--- src/rtl/qrs_pkg.sv ---
// Shared widths, the divider latency and the root class codes of the quadratic root solver.
// No dependencies; every other file imports this package.
package qrs_pkg;

  // Coefficient format and result widths.
  localparam int CW      = 24;
  localparam int FB      = 12;
  localparam int OUT_W   = 32;
  localparam int DISC_W  = 2 * CW + 2;
  // Square root of the discriminant magnitude.
  localparam int SQ_W    = DISC_W / 2;
  // Divider operands: numerator magnitude and divisor magnitude.
  localparam int MAG_W   = CW + 2;
  localparam int NUM_W   = MAG_W + FB;
  localparam int DEN_W   = CW + 1;
  localparam int DIV_LAT = NUM_W + 1;

  typedef logic signed [CW-1:0] coeff_t;

  typedef enum logic [1:0] {
    CLS_EQUAL   = 2'd0,
    CLS_REAL    = 2'd1,
    CLS_COMPLEX = 2'd2,
    CLS_AZERO   = 2'd3
  } root_class_t;

endpackage

--- src/rtl/qrs_sqrt.sv ---
// Pipelined integer square root, one result bit per register stage.
// Depends on qrs_pkg for the radicand and root widths.
module qrs_sqrt (
  input  logic                       clk,
  input  logic [qrs_pkg::DISC_W-1:0] radicand,
  output logic [qrs_pkg::SQ_W-1:0]   root
);
  import qrs_pkg::*;

  localparam int RW = SQ_W + 2;

  logic [RW-1:0]     rem_q  [SQ_W];
  logic [SQ_W-1:0]   root_q [SQ_W];
  logic [DISC_W-1:0] rad_q  [SQ_W];

  // Each stage brings down two radicand bits and decides one root bit.
  for (genvar i = 0; i < SQ_W; i++) begin : g_stage
    logic [RW-1:0]     rem_in;
    logic [SQ_W-1:0]   root_in;
    logic [DISC_W-1:0] rad_in;
    logic [RW+1:0]     shifted;
    logic [RW+1:0]     trial;
    logic              ge;

    if (i == 0) begin : g_first
      assign rem_in  = '0;
      assign root_in = '0;
      assign rad_in  = radicand;
    end else begin : g_next
      assign rem_in  = rem_q[i-1];
      assign root_in = root_q[i-1];
      assign rad_in  = rad_q[i-1];
    end

    assign shifted = {rem_in, rad_in[DISC_W-1 -: 2]};
    assign trial   = {2'b00, root_in, 2'b01};
    assign ge      = (shifted >= trial);

    always_ff @(posedge clk) begin
      rem_q[i]  <= ge ? RW'(shifted - trial) : RW'(shifted);
      root_q[i] <= {root_in[SQ_W-2:0], ge};
      rad_q[i]  <= {rad_in[DISC_W-3:0], 2'b00};
    end
  end

  assign root = root_q[SQ_W-1];

endmodule

--- config.mk ---
export PLATFORM = sky130hd
export DESIGN_NAME = qrs_sqrt
export DESIGN_NICKNAME = d
export VERILOG_FILES = /design/src/rtl/qrs_pkg.sv /design/src/rtl/qrs_sqrt.sv
export SDC_FILE = /design/constraint.sdc
export NUM_CORES = 2
export LEC_CHECK = 0
export BUFFER_PORTS_ARGS = -buffer_cell sky130_fd_sc_hd__buf_2
export CORE_UTILIZATION = 55
export CTS_CLUSTER_DIAMETER = 100
export DETAILED_ROUTE_END_ITERATION = 10
export GPL_TIMING_DRIVEN = 0
export PLACE_DENSITY = 0.71
export SLEW_MARGIN = 20
export SYNTH_ARGS = -nofsm -noshare
export SYNTH_HDL_FRONTEND = slang
export SYNTH_SLANG_ARGS = --single-unit
--- constraint.sdc ---
create_clock -name clk -period 7.7 [get_ports clk]
set_clock_uncertainty 0.15 [all_clocks]
set_input_delay 1.155 -clock clk [delete_from_list [all_inputs] [get_ports clk]]
set_output_delay 1.155 -clock clk [all_outputs]
set_load 0.1 [all_outputs]
==> qor.txt <==
period utilization -> 61.11%
biggest area consumer among synthesized cells -> dfxtp_1
Final Hold Fails -> 0
combinational power share -> 15.8%
DRC -> 0
Synth Area in Compound Gates -> 11.57%
ratio of cells with drive above 1 in the final layout -> 8.008%
post-synthesis adder-cell area fraction -> 7.908%
RSZ-0062 raised after global routing -> no
worst hold path type -> register to register
Mapped Cells -> 5433
Clock Root Buffer -> clkbuf_16
slowest stage delay, CP -> 0.87 ns
grt ovf -> 0
most used cell, CP -> o21ai_0
GRT Total Usage -> 21.82%
Avg Cell Area, Syn -> 10.25 um2
r2r setup slk -> 2.99 ns
PD cells -> 333.1 nW/um2
clk slew on worst S/H paths -> 0.06 ns
Post-Syn Nets -> 5836
via count -> 37620
area grow syn2layout -> 13.03%
routed wire length -> 112300 um
initial antenna violation count -> 3
TritonCTS buffer count -> 149
Switching Fraction -> 28.18%
Int Pwr -> 0.01506 W
final instance area -> 62950 um2
worst slew pin tran -> 1.086 ns
FMAX -> 212.5 MHz
NumNets Final -> 6062
largest net degree at the start of global routing -> 18
Core Box Area -> 100100 um2
Worst Path Arrival -> 5.13 ns
CP required -> 8.12 ns
nature of the critical path endpoint -> register
Synth cell types -> 83
1st-iter DRT viols -> 2374
multiplexer area fraction after synthesis -> 1.184%
XOR/XNOR share of the synthesized area -> 7.785%
Pins Over Slew Limit -> 0
Yosys reg bits -> 1536
main area contributors after synthesis -> dfxtp_1 55%, ha_1 7.9%, xnor2_1 4.2%, xor2_1 3.6%, a21oi_1 3.4%
maximum vdd drop -> 0.0002171 V
Starting Density -> 55.61%
clock share of power -> 35.4%
deepest clock path buffer count -> 3
prevailing post-synth register cell -> dfxtp_1
Multi-input gate area -> 22980 um2
share of power burned in registers -> 48.8%
Die W -> 320.2 um
TritonRoute pass-1 iters -> 6
H-tree depth -> 4
Async S/R FF share, synth -> 0%
first-pass GRT wire length -> 181700 um
area of the die -> 102500 um2
Critical path destination -> rem_q[3][94]
# rows -> 116
category of the worst setup path launch point -> register
io pins -> 76
register area -> 30750 um2
Post-Syn Area -> 55690 um2
CTS Hold Buffers Added -> 0
WS Path Type -> register to register
largest family of logic cells by synthesized area -> simple AND/OR/NAND/NOR gates
port bufs -> 75
Seq/Total Area, Yosys -> 55.21%
Post-synth EDFFs -> 0
Sw Pwr -> 0.005908 W
worst skew pair latency -> 0.77 ns
Synth top area share -> 55.21%
detailed-route wire length per cell -> 15.85 um
R2R Path End -> rem_q[3][94]
CP startpoint -> root_q[3][50]
minimum clock period -> 4.706 ns
Max Cap Viol -> 0
crit-path max FO -> 10
number of global-route vias before repair -> 36790
post-route antenna net violation count -> 0
CP max-delay cell -> o41ai_2
post-CTS sizing -> 0
DP Wirelength -> 83410 um
GP Congestion -> 0.9185
worst reg2reg path depth -> 12
Die H -> 320.2 um
vias per cell -> 5.313
P_leak -> 29.59 nW
fill cell count -> 8045
TritonCTS clock tree -> built
post-place instance area -> 57700 um2
Max transition margin -> 26.66%
Critical R2R Launch -> root_q[3][50]
postcts setup bufs -> 0
Synth Area in Simple Gates -> 12.76%
setup violators final -> 0
crit path cell chain -> inv_1 > ha_1 > o21a_1 > nor2_1 > o21ai_0 > a41oi_1 > o21ai_0 > o41ai_1 > o41ai_2 > clkbuf_1 > buf_1 > a21oi_1
setup TNS -> 0 ns
warning count from the yosys run -> 0
outcome -> finished clean
CTS Sinks -> 1536
==> area by class of cell <==
class,instances,share of cell area [%]
diodes,1,0.003975
plain buffers,89,0.5566
clock buffers,205,6.768
clock inverters,69,1.537
inverters,437,2.606
multi-input cells,3371,36.50
flip-flops and latches,1536,48.85
well taps,1298,2.580
repair buffers,75,0.5963
==> worst min-delay path by stage <==
| stage | to | depth (start not counted) | from | slack [ns] |
|---|---|---|---|---|
| after detailed placement | rad_q[0][150] | 0 | rad_q[0][100] | 0.16 |
| after floorplan | rad_q[0][100] | 0 | rad_q[0][50] | 0.16 |
| final | rad_q[2][40] | 0 | rad_q[1][374] | 0.17 |
| after global placement | rad_q[0][352] | 0 | rad_q[0][302] | 0.16 |
| after global routing | rad_q[0][127] | 0 | rad_q[0][77] | 0.17 |
| after CTS | rad_q[2][40] | 0 | rad_q[1][374] | 0.16 |
==> through the flow <==
step	power, W	utilization [%]	cells	worst slack [ns]	hold WS, ns
final	0.02097	62.85	7081	2.994	0.1671
after global routing	0.02204	62.85	7080	2.796	0.1684
after CTS	0.02112	62.83	7080	3.054	0.1567
after detailed placement	0.01366	57.61	6806	3.173	0.1621
after global placement	0.01358	57.61	6806	3.203	0.1597
after floorplan	0.01267	-	5433	4.471	0.1596
==> power groups by stage <==
stage               registers, W  logic, W  clock network (W)
floorplan                 0.0101   0.00259                  0
global placement          0.0104   0.00320                  0
detailed placement        0.0104   0.00326                  0
CTS                       0.0102   0.00330            0.00759
global route              0.0104   0.00373            0.00795
finish                    0.0102   0.00331            0.00743
==> kinds of logic after synthesis <==
group | after synthesis
adder cells (fa/ha/maj) | 352
flip-flops | 1536
other | 1
XOR/XNOR | 495
buffers and inverters | 526
multiplexers | 59
AND/OR/NAND/NOR | 1425
AO/OA/AOI/OAI | 1039
==> cell usage after synthesis, types with 9 or more instances <==
cell,instances
nor2_1,387
a21boi_0,9
nand2_1,336
xnor2_1,268
o41ai_1,13
nor3_1,145
or3_1,42
a211o_1,14
inv_1,435
a21oi_1,377
and3_1,37
xor2_1,227
nand3_1,99
a21o_1,121
o21ai_0,222
a31oi_1,31
nand2b_1,52
nor4_1,63
o211ai_1,16
o21bai_1,29
a211oi_1,23
mux2_2,55
nand4b_1,9
buf_1,9
o31a_1,9
nor2b_1,56
dfxtp_1,1536
o21a_1,66
o31ai_1,35
clkbuf_1,72
or2_2,28
or4_1,40
nand4_1,48
ha_1,352
nand3b_1,15
and2_1,15
nor3b_1,11
==> worst max-delay path: cells and delay by family (launching register included) <==
kind	cells	cell delay [ns]
compound gates	7	2.40
flops	1	0.34
simple gates	1	0.06
buf+inv	3	1.19
fa+ha+maj	1	0.35
==> layout by cell type, fill, tap and decap left out, types with 55 or more instances in the layout <==
| cell | count |
|---|---|
| a21o_1 | 121 |
| a21oi_1 | 377 |
| buf_2 | 82 |
| clkbuf_1 | 97 |
| clkbuf_16 | 150 |
| dfxtp_1 | 1536 |
| ha_1 | 352 |
| inv_1 | 435 |
| mux2_2 | 55 |
| nand2_1 | 336 |
| nand3_1 | 99 |
| nor2_1 | 387 |
| nor2b_1 | 56 |
| nor3_1 | 145 |
| nor4_1 | 62 |
| o21a_1 | 66 |
| o21ai_0 | 222 |
| xnor2_1 | 268 |
| xor2_1 | 227 |
==> state kept, by name (all words and copies together) (netlist names) <==
name / cells
rad_q: 600
rem_q: 611
root_q: 325
==> per-layer routing <==
metal	track usage (%)	part of all wire, %	vias up
met5	0	0	-
met4	7.422	2.4	0
met3	3.953	5.1	197
met2	37.21	48	896
met1	27.73	45	17510
li1	-	-	19020
(Power assumes the default switching activity.)
