**src/rtl/qrs_pkg.sv**
```systemverilog
// Shared widths, the divider latency and the root class codes of the quadratic root solver.
// No dependencies; every other file imports this package.
package qrs_pkg;

  // Coefficient format and result widths.
  localparam int CW      = 24;
  localparam int FB      = 12;
  localparam int OUT_W   = 32;
  localparam int DISC_W  = 2 * CW + 2;
  // Square root of the discriminant magnitude.
  localparam int SQ_W    = DISC_W / 2;
  // Divider operands: numerator magnitude and divisor magnitude.
  localparam int MAG_W   = CW + 2;
  localparam int NUM_W   = MAG_W + FB;
  localparam int DEN_W   = CW + 1;
  localparam int DIV_LAT = NUM_W + 1;

  typedef logic signed [CW-1:0] coeff_t;

  typedef enum logic [1:0] {
    CLS_EQUAL   = 2'd0,
    CLS_REAL    = 2'd1,
    CLS_COMPLEX = 2'd2,
    CLS_AZERO   = 2'd3
  } root_class_t;

endpackage

```
**src/rtl/qrs_div.sv**
```systemverilog
// Pipelined signed divider, truncating toward zero, with saturation to the result width.
// Restoring division, one quotient bit per stage; depends on qrs_pkg.
module qrs_div (
  input  logic                      clk,
  input  logic                      num_neg,
  input  logic [qrs_pkg::NUM_W-1:0] num_mag,
  input  logic                      den_neg,
  input  logic [qrs_pkg::DEN_W-1:0] den_mag,
  output logic [qrs_pkg::OUT_W-1:0] quot,
  output logic                      sat
);
  import qrs_pkg::*;

  logic [DEN_W-1:0] rem_q  [NUM_W];
  logic [NUM_W-1:0] part_q [NUM_W];
  logic [DEN_W-1:0] den_q  [NUM_W];
  logic             neg_q  [NUM_W];

  // Each stage shifts one numerator bit into the remainder and one quotient bit into the partial word.
  for (genvar i = 0; i < NUM_W; i++) begin : g_stage
    logic [DEN_W-1:0] rem_in;
    logic [NUM_W-1:0] part_in;
    logic [DEN_W-1:0] den_in;
    logic             neg_in;
    logic [DEN_W:0]   shifted;
    logic             ge;

    if (i == 0) begin : g_first
      assign rem_in  = '0;
      assign part_in = num_mag;
      assign den_in  = den_mag;
      assign neg_in  = num_neg ^ den_neg;
    end else begin : g_next
      assign rem_in  = rem_q[i-1];
      assign part_in = part_q[i-1];
      assign den_in  = den_q[i-1];
      assign neg_in  = neg_q[i-1];
    end

    assign shifted = {rem_in, part_in[NUM_W-1]};
    assign ge      = (shifted >= {1'b0, den_in});

    always_ff @(posedge clk) begin
      rem_q[i]  <= ge ? DEN_W'(shifted - {1'b0, den_in}) : DEN_W'(shifted);
      part_q[i] <= {part_in[NUM_W-2:0], ge};
      den_q[i]  <= den_in;
      neg_q[i]  <= neg_in;
    end
  end

  // Apply the sign and clamp the magnitude to the signed result range.
  logic [NUM_W-1:0] mag;
  logic             high_bits;
  logic             low_bits;
  logic [OUT_W-1:0] quot_next;
  logic             sat_next;

  assign mag       = part_q[NUM_W-1];
  assign high_bits = |mag[NUM_W-1:OUT_W];
  assign low_bits  = |mag[OUT_W-2:0];

  always_comb begin
    if (neg_q[NUM_W-1]) begin
      sat_next  = high_bits || (mag[OUT_W-1] && low_bits);
      quot_next = sat_next ? {1'b1, {(OUT_W-1){1'b0}}} : OUT_W'(-mag);
    end else begin
      sat_next  = high_bits || mag[OUT_W-1];
      quot_next = sat_next ? {1'b0, {(OUT_W-1){1'b1}}} : mag[OUT_W-1:0];
    end
  end

  always_ff @(posedge clk) begin
    quot <= quot_next;
    sat  <= sat_next;
  end

endmodule

```
**config.mk**
```make
export PLATFORM = sky130hd
export DESIGN_NAME = qrs_div
export DESIGN_NICKNAME = d
export VERILOG_FILES = /design/src/rtl/qrs_pkg.sv /design/src/rtl/qrs_div.sv
export SDC_FILE = /design/constraint.sdc
export NUM_CORES = 2
export LEC_CHECK = 0
export BUFFER_PORTS_ARGS = -buffer_cell sky130_fd_sc_hd__buf_2
export CAP_MARGIN = 10
export CORE_MARGIN = 2
export CORE_UTILIZATION = 35
export CTS_BUF_LIST = sky130_fd_sc_hd__clkbuf_4 sky130_fd_sc_hd__clkbuf_8
export DETAILED_ROUTE_END_ITERATION = 8
export GPL_TIMING_DRIVEN = 0
export HOLD_SLACK_MARGIN = 0.08
export PLACE_DENSITY = 0.51
export SYNTH_ARGS = -nofsm -noshare
export SYNTH_HDL_FRONTEND = slang
export SYNTH_SLANG_ARGS = --single-unit
```
**constraint.sdc**
```tcl
create_clock -name clk -period 4.22 [get_ports clk]
set_clock_uncertainty 0.2 [all_clocks]
set_input_delay 0.211 -clock clk [delete_from_list [all_inputs] [get_ports clk]]
set_output_delay 0.211 -clock clk [all_outputs]
set_load 0.02 [all_outputs]
```
==> run_results.csv <==
group,metric,value,unit
status,outcome,"finished clean",
layout,nFillCells,34900,
setup_path,crit_required,5.06,ns
power,p_per_area,686,nW/um^2
setup_path,worstPathCellList,"inv_1 > ha_1 > a21o_1 > a221oi_4 > a21oi_2 > a221oi_2 > o211ai_1 > nand2_1 > a2111oi_0 > a211o_1 > a211o_4 > buf_4 > mux2_1",
synthesis,synth_edf_count,0,
synthesis,synth_area,126000,um^2
global_routing,grt_pass1_wl,466000,um
drt,drtIter0Drc,5050,
setup_path,crit_arrival,4.89,ns
setup_path,critPathMaxFanout,10,
synthesis,yosys.area_share.adder,0.0982,
synthesis,synth_top_family_by_area,"compound AO/OA/AOI/OAI gates",
power,p_leak,67.6,nW
synthesis,muxShareOfSynthArea,0.0388,
die,dieArea,364000,um^2
timing,min_period,4.05,ns
clock_network,cts_root_buf,"clkbuf_8",
timing,report.final.slew_viol_count,0,
drt,ant_nets,0,
layout,fin_cells,18200,
synthesis,yosysSeqAreaShare,0.536,
die,start_util,0.352,
min_path,hp-class,"reg2reg",
synthesis,async_reset_ff_frac,0,
synthesis,synth_top_flop_cell,"dfxtp_1",
setup_path,start_kind,"register",
timing,slew_headroom,0.352,
clock_network,cts_tree,"built",
synthesis,syn_area_per_cell,10.4,um^2
setup_path,startpoint,"den_q[0][102]$_DFF_P_",
timing,setup_viol_count_final,0,
place,dp_hpwl,225000,um
clock_network,cts-buffers-inserted,569,
synthesis,syn-num-nets,13200,
die,die_h,603,um
timing,hold_ws,0.0910,ns
setup_path,reg2reg_depth,13,
clock_network,clk_pin_slew,0.06,ns
timing,fmax,247,MHz
flow_run,cap_violations,0,
global_routing,track_usage,0.160,
clock_network,cts_buffer_depth,4,
min_path,min_to,"part_q[2][282]$_DFF_P_",
drt,wirelength,297000,um
synthesis,synth_simple_gate_area_frac,0.0897,
place,io_buffer_count,98,
place,gp_congestion,0.874,
drt,vias_per_cell,4.67,
global_routing,grt_start_max_net_pins,20,
setup_path,critPathCaptureType,"register",
synthesis,syn_inst,12100,
global_routing,antenna_found_initial,13,
global_routing,overflow,0,
power,power,101,mW
timing,setup_ws,0.165,ns
global_routing,grt_pass1_vias,84300,
clock_network,clk_latency,1.14,ns
synthesis,yosysUniqueCellTypes,95,
die,num_rows,219,
timing,finalCritPeriodShare,0.961,
timing,worst_slew_pin_slew,0.969,ns
layout,area_delta_synth_final,17.6,%
die,design.core.area,356000,um^2
place,dpl.cell_count,17000,
clock_network,h-tree-depth,6,
clock_network,cts_sinks,3365,
setup_path,r2r_start,"den_q[0][102]$_DFF_P_",
setup_path,rr_endpoint,"rem_q[0][146]$_DFF_P_",
die,die_w,603,um
setup_path,rrSetupSlack,0.17,ns
drt,drc_errors,0,
drt,drt_pass1_iterations,5,
layout,final_layout_size_suffix_gt1_frac,0.120,
place,detailed_place.area,132000,um^2
die,ioPinCount,99,
setup_path,slowest_stage,"dfxtp_1",
timing,hold_violations,0,
power,ir_drop,0.000344,V
min_path,hold_start,"part_q[2][243]$_DFF_P_",
layout,fin_area,148000,um^2
synthesis,ys_seq_elements,3365,
synthesis,synth_xor_area_frac,0.0520,
layout,layout.nets,14100,
drt,wire_per_inst,16.3,um
synthesis,synth_compound_area_frac,0.141,
setup_path,slowest_delay,0.56,ns
synthesis,yosys_warnings,0,
min_path,holdPathStages,0,
drt,num_vias,85000,
place,dp_slack,-0.983,ns
setup_path,crit_type,"reg2reg",
==> power breakdown <==
group	internal, mW	leakage (nW)	total [mW]	switching [mW]
combinational	13.2	32.9	30.7	17.4
clock	17.9	6.62	31.1	13.2
sequential	36.7	28.1	39.5	2.82
total	67.9	67.6	101	33.5
==> repair_timing <==
action	in CTS	in global routing
gates resized for setup	132	173
gates cloned	0	0
buffers inserted	19	20
hold buffers	194	0
pin swaps	18	25
endpoints found under the hold margin	90	0
setup endpoints to repair	647	669
==> layout make-up <==
cell class                      count  area (um^2)  area share
Sequential cell                  3365        67400       0.456
Multi-Input combinational cell   7311        53400       0.361
Clock buffer                      855        10800      0.0728
Tap cell                         4751         5940      0.0402
Inverter                         1218         4570      0.0309
Timing Repair Buffer              334         2790      0.0189
Clock inverter                    152         1770      0.0120
Buffer                            225         1100     0.00747
Antenna cell                        6         15.0    0.000102
==> stage by stage <==
| step | setup TNS, ns | util |
|---|---|---|
| after global routing | -0.00942 | 0.414 |
| after CTS | 0 | 0.413 |
| after detailed placement | -215.09 | 0.370 |
| after floorplan | 0 | - |
| final | 0 | 0.414 |
| after global placement | -264.54 | 0.370 |
==> registers in the layout, indices dropped and copies added, names as in the netlist <==
name    cells
quot       32
rem_q     925
part_q   1444
den_q     925
neg_q      38
sat         1
==> Yosys cell counts (50+ instances only) <==
library cell,n,share of area
a211oi_1,81,0.0048
a21o_1,393,0.023
a21oi_1,850,0.034
a31oi_1,75,0.0037
and2_1,51,0.0025
and3_1,77,0.0038
clkbuf_1,204,0.0061
dfxtp_1,3365,0.54
ha_1,928,0.092
inv_1,1210,0.036
mux2_1,211,0.019
mux2_2,192,0.017
nand2_1,741,0.022
nand2b_1,121,0.0060
nand3_1,175,0.0070
nand4_1,133,0.0066
nor2_1,535,0.016
nor2b_1,117,0.0058
nor3_1,159,0.0063
o21a_1,125,0.0075
o21ai_0,638,0.025
o21ai_1,82,0.0033
o21bai_1,109,0.0065
o31ai_1,64,0.0038
or3_1,50,0.0025
xnor2_1,434,0.030
xor2_1,312,0.022
==> cells in the final DEF, fill, tap and decap left out, types with 67 or more instances in the layout <==
| cell | Yosys | final |
|---|---|---|
| dfxtp_1 | 3365 | 3361 |
| inv_1 | 1210 | 1208 |
| ha_1 | 928 | 927 |
| a21oi_1 | 850 | 839 |
| nand2_1 | 741 | 738 |
| clkbuf_8 | 0 | 694 |
| o21ai_0 | 638 | 638 |
| nor2_1 | 535 | 534 |
| xnor2_1 | 434 | 434 |
| a21o_1 | 393 | 391 |
| xor2_1 | 312 | 312 |
| mux2_1 | 211 | 211 |
| dlygate4sd3_1 | 0 | 194 |
| mux2_2 | 192 | 192 |
| clkbuf_4 | 0 | 180 |
| nand3_1 | 175 | 175 |
| nor3_1 | 159 | 158 |
| nand4_1 | 133 | 133 |
| clkbuf_1 | 204 | 123 |
| o21a_1 | 125 | 123 |
| nand2b_1 | 121 | 120 |
| nor2b_1 | 117 | 117 |
| buf_2 | 21 | 116 |
| o21bai_1 | 109 | 107 |
| and3_1 | 77 | 77 |
| o21ai_1 | 82 | 72 |
| a211oi_1 | 81 | 72 |
| clkinv_2 | 0 | 67 |
==> per-layer routing <==
metal,vias to the layer above,GRT usage,wire length [um]
met5,-,0,0
met2,1623,0.267,137000
met4,0,0.0485,7440
met3,490,0.0253,12900
met1,39300,0.212,140000
li1,43600,-,-
==> worst max-delay path: cells and delay by family (launching register included) <==
| family | cells | cell delay, ns |
|---|---|---|
| DFF | 1 | 0.56 |
| adders and majority gates | 1 | 0.34 |
| and+or+nand+nor | 1 | 0.11 |
| muxes | 1 | 0.34 |
| AOI/OAI and AO/OA | 8 | 2.03 |
| buffers and inverters | 2 | 0.31 |
==> worst max path at each step <==
stage,endpoint,slack (ns),depth (start not counted)
after global routing,rem_q[0][48]$_DFF_P_,-0.005,14
after floorplan,rem_q[2][118]$_DFF_P_,0.30,15
after CTS,rem_q[2][150]$_DFF_P_,0.002,14
final,rem_q[0][146]$_DFF_P_,0.17,13
after global placement,rem_q[0][93]$_DFF_P_,-1.13,15
after detailed placement,rem_q[3][17]$_DFF_P_,-0.98,14
==> kinds of logic (layout without fill, tap and decap cells) <==
family,count (synthesis),in the layout
other cells,0,6
xor+xnor,746,746
compound gates,2827,2827
flops,3365,3365
mux,437,437
buf+inv,1452,2784
simple gates,2337,2337
fa+ha+maj,964,964
No activity file was read; power rests on OpenSTA's default activity.
